[config.mk]
export PLATFORM = sky130hd
export DESIGN_NAME = gss_front
export DESIGN_NICKNAME = d
export VERILOG_FILES = /design/src/hdl/gss_pkg.sv /design/src/hdl/gss_front.sv
export SDC_FILE = /design/constraint.sdc
export NUM_CORES = 1
export LEC_CHECK = 0
export BUFFER_PORTS_ARGS = -buffer_cell sky130_fd_sc_hd__buf_2
export CORE_MARGIN = 8
export CORE_UTILIZATION = 25
export CTS_CLUSTER_DIAMETER = 150
export CTS_CLUSTER_SIZE = 24
export DETAILED_ROUTE_END_ITERATION = 8
export PLACE_DENSITY_LB_ADDON = 0.2
export SLEW_MARGIN = 20
export SYNTH_ARGS = -nofsm -noshare
export SYNTH_HDL_FRONTEND = slang
export SYNTH_SLANG_ARGS = --single-unit
[constraint.sdc]
create_clock -name clock -period 5.54 [get_ports clock]
set_input_delay 0.277 -clock clock [delete_from_list [all_inputs] [get_ports clock]]
set_output_delay 0.277 -clock clock [all_outputs]
set_load 0.1 [all_outputs]
[src/hdl/gss_pkg.sv]
// Shared constants, status codes and helpers for the Gauss-Seidel solver.
// No dependencies.
package gss_pkg;
   localparam int SIZE_DEF      = 4;
   localparam int FRAC_BITS_DEF = 16;
   localparam int TOL_W         = 16;
   localparam int LIM_W         = 10;
   localparam int VAL_W         = 32;
   localparam int ROW_W         = 2;
   localparam int COL_W         = 3;
   localparam int ST_W          = 2;
   localparam int ACC_W         = 128;

   localparam logic [ST_W-1:0] ST_CONVERGED = 2'd0;
   localparam logic [ST_W-1:0] ST_LIMIT     = 2'd1;
   localparam logic [ST_W-1:0] ST_ZERO_DIAG = 2'd2;

   localparam logic [1:0] REG_TOLERANCE   = 2'd0;
   localparam logic [1:0] REG_SWEEP_LIMIT = 2'd1;

   // One entry of the front-to-back queue
   typedef struct packed {
      logic [ROW_W-1:0]        row;
      logic [COL_W-1:0]        column;
      logic signed [VAL_W-1:0] coefficient;
      logic                    start_solve;
   } item_type;
endpackage

[src/hdl/gss_front.sv]
// Input side of the solver: accepts words and holds them in a short queue.
// Depends on gss_pkg.
module gss_front (
   input  logic              clock,
   input  logic              reset,
   input  logic              in_valid,
   output logic              in_stall,
   input  gss_pkg::item_type in_item,
   output logic              q_valid,
   input  logic              q_take,
   output gss_pkg::item_type q_item
);
   import gss_pkg::*;

   item_type  mem_ff [2];
   logic      wp_ff, wp_in, rp_ff, rp_in;
   logic [1:0] cnt_ff, cnt_in;
   logic      push, pop;

   assign in_stall = (cnt_ff == 2'd2);
   assign push     = in_valid && !in_stall;
   assign q_valid  = (cnt_ff != 2'd0);
   assign pop      = q_valid && q_take;
   assign q_item   = mem_ff[rp_ff];

   always_comb begin
      wp_in  = push ? ~wp_ff : wp_ff;
      rp_in  = pop ? ~rp_ff : rp_ff;
      cnt_in = cnt_ff + {1'b0, push} - {1'b0, pop};
   end

   always_ff @(posedge clock) begin
      if (reset) begin
         wp_ff  <= 1'b0;
         rp_ff  <= 1'b0;
         cnt_ff <= 2'd0;
      end else begin
         wp_ff  <= wp_in;
         rp_ff  <= rp_in;
         cnt_ff <= cnt_in;
      end
      if (push) mem_ff[wp_ff] <= in_item;
   end
endmodule

# Word level (Yosys, flattened, before mapping)
# Memory sizes are Yosys's and may differ from the RTL's. A register that Yosys moved wholly into a read port is not among the register bits.
# Cells that the tools add are included.
# totals
register_bits	4
latch_bits	0
ramBits	76
mem_bits_ro	0
in_bits	42
output_inout_bits	40
elab_cells	17
mem_count	1
# mem_list
memory	words	width	read_ports	rd_clocked_by_memory_dff	wr	line	source
mem_ff	2	38	1	1	1	gss_front.sv:15	item_type mem_ff [2];
# op_classes
add_sub_neg	2
n_mul	0
n_div	0
n_lt_le_gt_ge	0
eq_ne	1
shifts	0
muxes	4
bitwise_logic	2
reduce_logical	4
# op_table
cell	count
two-way mux 1 bit	4
adder 2 x 1 -> 2 bit	1
equality test 2 bit, second input constant	1
logical AND 1 bit	2
inverter 1 bit	2
nonzero test 2 bit	1
subtractor 2 x 1 -> 2 bit	1
logical NOT 1 bit	1

# Longest topological paths before layout
# Gate-level depths: netlist (run 1).
# logic_depth
depth_word	5
depth_mapped	8

# Worst setup path after synthesis (run 1)
# OpenSTA, ideal clock, no wires.
# synth_path
kind	reg2reg
startpoint	reg cnt_ff[0]
endpoint	mem mem_ff[0][0] (netlist name), enable pin
arrival_time_ps	1819
required_ps	5147
setup_slack_ps	3328
path_stages_with_launch	5
n_path_buf	0
cell_sequence	dfxtp_1 > nand2b_2 > inv_2 > or3_1 > inv_1
# synth_via
elab_chain_len	5
# synth_rtl
item	line	source
from (decl)	gss_front.sv:17	logic [1:0] cnt_ff, cnt_in;
from (signal assigned)	gss_front.sv:40	cnt_ff <= cnt_in;
equality test 2 bit	gss_front.sv:20	assign in_stall = (cnt_ff == 2'd2);
net in_stall	gss_front.sv:7	output logic in_stall,
logical NOT 1 bit	gss_front.sv:21	assign push = in_valid && !in_stall;
logical AND 1 bit	gss_front.sv:21	
two-way mux 1 bit	gss_front.sv:42	if (push) mem_ff[wp_ff] <= in_item;
two-way mux 1 bit (implied by the code)	gss_front.sv:42	
to (decl)	gss_front.sv:15	
# The timed path passes the listed nets, and every way through them passes these cells.

==> out/qor.yml, run 1 <==
worst_setup_path:
  startpoint_type: "register"
  r2r_start: "cnt_ff[0]"
  worstSetupPathType: "reg2out"
  r2r_cells: 5
  required_ns: 5.26
  reg2reg_setup_slack_ns: 3.76
  cp.arrival_ns: 2.03
  end_kind: "output pin"
  reg2reg_to: "mem_ff[0][33]"
  cp_max_fo: 38
global_route:
  grt_max_degree: 39
  grt_pass1_wl_um: 9515
  gr-total-overflow: 0
  grt_pass1_vias: 1776
  antenna_found_initial: 0
  grt_use_total_pct: 7.922
floorplanning:
  fp.coreArea_sq_um: 11810
  num_rows: 40
  die_w_um: 125.1
  dieArea_sq_um: 15660
  die_h_um: 125.1
  ios: 82
  initial_utilization_pct: 25.21
clock_tree:
  holdBufCountCts: 0
  clk_pin_slew_worst_paths_ns: 0.06
  cts_made_buffers: 9
  cts_resized: 0
  cts_setup_buffers: 0
  cts_tree: "built"
  cts_root_buffer: "clkbuf_16"
  clk_path_buf_depth: 2
  htree_levels: 3
  cts_sinks: 81
  clk_latency_ns: 0.32
synth:
  synth_cells: 144
  syn_avg_cell_area_sq_um: 20.68
  netlist_area_sq_um: 2978
  synth-seq-cells: 81
  yosysWarnings: 0
  synth_seq_area_share_pct: 80.00
  synth_nets: 188
  synth_cell_types: 20
route:
  drt_pre_antenna_iters: 4
  antenna_left: 0
  drt-initial-drc-count: 48
  wirelength_um: 5902
  vias: 1538
  drcViolationCount: 0
  wire_per_inst_um: 15.37
  vias_per_cell: 4.005
run_status:
  status: "complete, no violations"
final_layout:
  nets: 277
  finalCoreUtilization_pct: 32.15
  layout_common_cells: "81 x buf_2, 76 x edfxtp_1, 38 x mux2_1, 9 x clkbuf_16, 4 x dfxtp_1"
  multi_input_area_sq_um: 548.0
  finalInstanceArea_sq_um: 3797
  nFillCells: 1171
  ff_latch_area_sq_um: 2384
  drive_gt1_share_pct: 42.19
  area_delta_synth_final_pct: 27.52
  final_common_cell: "buf_2"
  antenna_cells: 0
timing:
  clock.fmax_ghz: 0.4330
  slew_violations: 0
  slew_headroom_pct: 33.23
  finalSetupTns_ns: 0
  setup_viol: 0
  grt_setup_unrepaired: "no"
  finalCritPeriodShare_pct: 41.69
  min_period_ns: 2.309
  worst_pin_slew_ns: 1.002
  hold_viol: 0
  fin_skew_ns: 0.005220
place:
  post_dp_cell_area_sq_um: 3543
  hpwl_um: 3835
  port_buffers: 81
  place_congestion: 0.6249
min_path:
  worst_hold_path.num_cells: 1
  hold_end: "mem_ff[0][9]"
  hp-class: "in2reg"
  worstHoldStart: "in_item[9]"
flow_run:
  cap_violations: 0
[worst max path at each step]
stage | endpoint | start | cells after the start | slack (ns)
3_5_place_dp | q_item[8] | register | 2 | 3.46
2_1_floorplan | mem_ff[0][0] | cnt_ff[0] | 4 | 3.33
3_3_place_gp | q_item[8] | register | 2 | 3.48
6_report | q_item[24] | register | 2 | 3.23
5_1_grt | q_item[24] | register | 2 | 3.06
4_1_cts | q_item[8] | register | 2 | 3.08
[per-stage QoR]
stage | hold slack, ns | setup WS, ns | cells
floorplan | 0.3461 | 3.328 | 144
global placement | 0.4639 | 3.481 | 369
detailed placement | 0.4681 | 3.459 | 369
CTS | 0.1172 | 3.083 | 384
global route | 0.1213 | 3.058 | 384
finish | 0.1370 | 3.231 | 384
[registers in the layout, summed over array words and instances, names as in the netlist, named ones only]
| name | flops |
|---|---|
| mem_ff | 76 |
| cnt_ff | 2 |
| rp_ff | 1 |
| wp_ff | 1 |
[final cells by class]
type                       count  share of cell area, %
sequential                    81                  62.77
multi-input combinational     55                  14.43
timing repair buffer          82                  10.87
clock buffer                  11                  6.128
tap                          147                  4.843
clock inverter                 4                 0.5601
inverter                       4                 0.3954
[Yosys cell counts]
cell      instances  share of area (%)
inv_1             3               0.38
nand2_1           1               0.13
inv_2             1               0.13
edfxtp_1         76                 77
dfxtp_1           5                3.4
buf_6             2               0.76
ha_1              2               0.84
mux2_1           38                 14
nand2b_2          1               0.29
buf_2             2               0.34
xor2_1            1               0.29
o21ai_0           1               0.17
and3_2            1               0.25
nor2b_1           1               0.21
xnor2_1           2               0.59
or2_2             1               0.21
o21a_2            1               0.29
a21oi_1           1               0.17
or3_1             1               0.21
nor2_1            3               0.38
[routing by layer]
layer / GRT usage (%) / share of wire (%) / vias up
met5: 0 / 0 / -
met4: 4.943 / 2.3 / 0
met3: 2.932 / 6.3 / 11
met2: 12.43 / 46 / 52
met1: 9.020 / 46 / 742
li1: - / - / 733
[cell families (layout without fill, tap and decap cells)]
group | Yosys count | after routing | share of synthesized area, %
muxes | 38 | 38 | 14.37
DFF | 81 | 81 | 80.00
and+or+nand+nor | 9 | 9 | 1.681
buffers and inverters | 8 | 101 | 1.596
xor gates and xnor gates | 3 | 3 | 0.8825
AOI/OAI and AO/OA | 3 | 3 | 0.6300
adders and majority gates | 2 | 2 | 0.8402
[critical path, cell delays in order, from the launching register on]
cell     delay, ns
dfxtp_2       0.99
mux2_1        0.27
buf_2         0.43
Power of run 1 is not shown: default switching activity piles up to over one toggle a cycle in this logic, so the estimate is an artifact.
==> run 2, diff against run 1 <==
==> constraint.sdc (replaced) <==
create_clock -name clock -period 2.35 [get_ports clock]
set_input_delay 0.1175 -clock clock [delete_from_list [all_inputs] [get_ports clock]]
set_output_delay 0.1175 -clock clock [all_outputs]
set_load 0.1 [all_outputs]
==> run 2 against run 1 <==
  * First-iteration DRC count rose by 42%
  * Non-clock buffer count rose by 41
  * Clock skew fell by 0.0014 ns
  * Clock-buffer cell count rose by 1
  * Highest routed layer unchanged
  * Register-to-register slack got worse by 3.0 ns
  * Largest cell class unchanged
  * Final cell count rose by 11%
  * Routed wire length rose by 5.5%
  * Core utilization rose by 4.0 points
  * Critical path depth rose by 1
  * Worst hold slack improved by 0.038 ns
  * Global-route usage rose by 0.59 points
  * Setup slack got worse by 2.6 ns
==> out/qor.yml, run 2 (synthesis gave the netlist of run 1 again) <==
worst_setup_path:
  required_ns: 2.23  # was 5.26 ns
  cp.arrival_ns: 1.59  # was 2.03 ns
  worstSetupPathType: "reg2out"  # unchanged
  critPathSlowestCell: "mux2_1"  # was dfxtp_2
  end_kind: "output pin"  # unchanged
  cp_max_fo: 38  # unchanged
  max_stage_delay_ns: 0.36  # was 0.99 ns
  startpoint_type: "register"  # unchanged
  crit_buf_inv: 2  # was 1
  cp_top_family: "buffers and inverters"  # was flip-flops
  cp_cell_sequence: "buf_12, mux2_1, buf_2"  # was mux2_1, buf_2
final_layout:
  largest_register_ffs: 76  # unchanged
  reg_top3: "mem_ff x76, cnt_ff x2"  # unchanged
  antenna_cells: 0  # unchanged
  drive_gt1_share_pct: 36.56  # was 42.19%
  layout_common_cells: "81 x buf_2, 76 x edfxtp_1, 39 x dlygate4sd3_1, 38 x mux2_1, 9 x clkbuf_16"  # was 81 x buf_2, 76 x edfxtp_1, 38 x mux2_1, 9 x clkbuf_16, 4 x dfxtp_1
  nets: 318  # was 277
  area_delta_synth_final_pct: 43.28  # was 27.52%
  largest_register: "mem_ff"  # unchanged
  final_common_cell: "buf_2"  # unchanged
global_route:
  grt_pass1_wl_um: 10200  # was 9515 um
  grt_use_total_pct: 8.516  # was 7.922%
  grt_max_degree: 39  # unchanged
  antenna_found_initial: 0  # unchanged
  grt_pass1_vias: 1985  # was 1776
  gr-total-overflow: 0  # unchanged
min_path:
  hp-class: "in2reg"  # unchanged
pwr:
  leakage_nw: 1.627
  clkPwrFrac_pct: 23.9
  p_sw_mw: 2.499
  p_comb_share_pct: 43.0
  power_density_nw_per_um2: 1303
  p_sw_share_pct: 44.94
  power_frac_seq_pct: 33.1
  ir_drop_uv: 711.7
  cellInternalPower_mw: 3.062
place:
  hpwl_um: 3874  # was 3835 um
  pre_cts_ws_ns: 0.7961  # was 3.459 ns
  port_buffers: 81  # unchanged
  place_congestion: 0.6179  # was 0.6249
route:
  vias_per_cell: 4.002  # was 4.005
  wire_per_inst_um: 14.62  # was 15.37 um
  drcViolationCount: 0  # unchanged
  drt-initial-drc-count: 68  # was 48
  wirelength_um: 6229  # was 5902 um
  antenna_left: 0  # unchanged
  drt_pre_antenna_iters: 3  # was 4
  vias: 1705  # was 1538
floorplanning:
  die_h_um: 125.1  # unchanged
  fp.coreArea_sq_um: 11810  # unchanged
  dieArea_sq_um: 15660  # unchanged
  die_w_um: 125.1  # unchanged
  ios: 82  # unchanged
  num_rows: 40  # unchanged
  initial_utilization_pct: 25.21  # unchanged
timing:
  setup_slack_ns: 0.6441  # was 3.231 ns
  setup_viol: 0  # unchanged
  min_period_ns: 1.706
  hold_viol: 0  # unchanged
  slew_violations: 0  # unchanged
  slew_headroom_pct: 66.54  # was 33.23%
  worst_pin_slew_ns: 0.5054  # was 1.002 ns
  finalCritPeriodShare_pct: 72.59
  grt_setup_unrepaired: "no"  # unchanged
  finalSetupTns_ns: 0  # unchanged
  clock.fmax_ghz: 0.5862
  fin_skew_ns: 0.003811  # was 0.005220 ns
clock_tree:
  htree_levels: 3  # unchanged
  cts_sinks: 81  # unchanged
  cts_root_buffer: "clkbuf_16"  # unchanged
  cts_made_buffers: 9  # unchanged
  cts_setup_buffers: 0  # unchanged
  clk_path_buf_depth: 2  # unchanged
  cts_tree: "built"  # unchanged
  clk_pin_slew_worst_paths_ns: 0.06  # about the same
  clk_latency_ns: 0.33  # was 0.32 ns
flow_run:
  cap_violations: 0  # unchanged
run_status:
  status: "complete, no violations"  # unchanged
==> run 2: metrics by stage <==
step	hold slack (ns)	area [sq um]	util [%]	cells	power [mW]
after floorplan	0.1866	2978	-	144	3.845
after global placement	0.3068	3596	30.44	371	4.240
after detailed placement	0.3096	3596	30.44	371	4.243
after global routing	0.1898	4267	36.12	426	5.781
after CTS	0.1579	4267	36.12	426	5.652
final	0.1755	4267	36.12	426	5.561
==> run 2: final timing paths <==
check,from,to,slack [ns],depth (start not counted)
worst max-delay path,register,q_item[2],0.64,3
worst min-delay path,in_valid,wp_ff,0.18,4
worst max register to register,cnt_ff[0],mem_ff[0][35],0.79,5
worst min register to register,wp_ff,wp_ff,0.49,2
==> run 2: timing repair <==
action | in CTS | in global routing
gates resized for setup | 0 | 0
endpoints found under the hold margin | 78 | 0
hold buffers | 39 | 0
==> run 2: cell type report <==
cell class,count,area [sq um]
fill,1139,7545
sequential,81,2384
timing repair buffer,123,855.8
multi-input combinational,55,548.0
clock buffer,12,236.5
tap,147,183.9
clock inverter,4,43.79
inverter,4,15.01
==> run 2: worst reg2reg max path: cells and delay by family (launching register included) <==
kind,cells,cell delay (ns)
AND/OR/NAND/NOR,2,0.50
buffers and inverters,3,0.37
flip-flops,1,0.36
==> run 2: metal layers <==
metal	GRT usage (%)	vias to the layer above	share of wire, %
met1	9.112	826	44
met2	13.23	53	46
met3	4.122	12	7.6
met5	0	-	0
li1	-	814	-
met4	5.587	0	2.7
==> run 2: power groups by stage <==
stage / logic [mW] / clock network (mW) / registers, mW
floorplan: 1.98 / 0 / 1.86
global placement: 2.37 / 0 / 1.87
detailed placement: 2.37 / 0 / 1.87
CTS: 2.43 / 1.38 / 1.84
global route: 2.49 / 1.43 / 1.86
finish: 2.39 / 1.33 / 1.84
(Power assumes the default switching activity.)
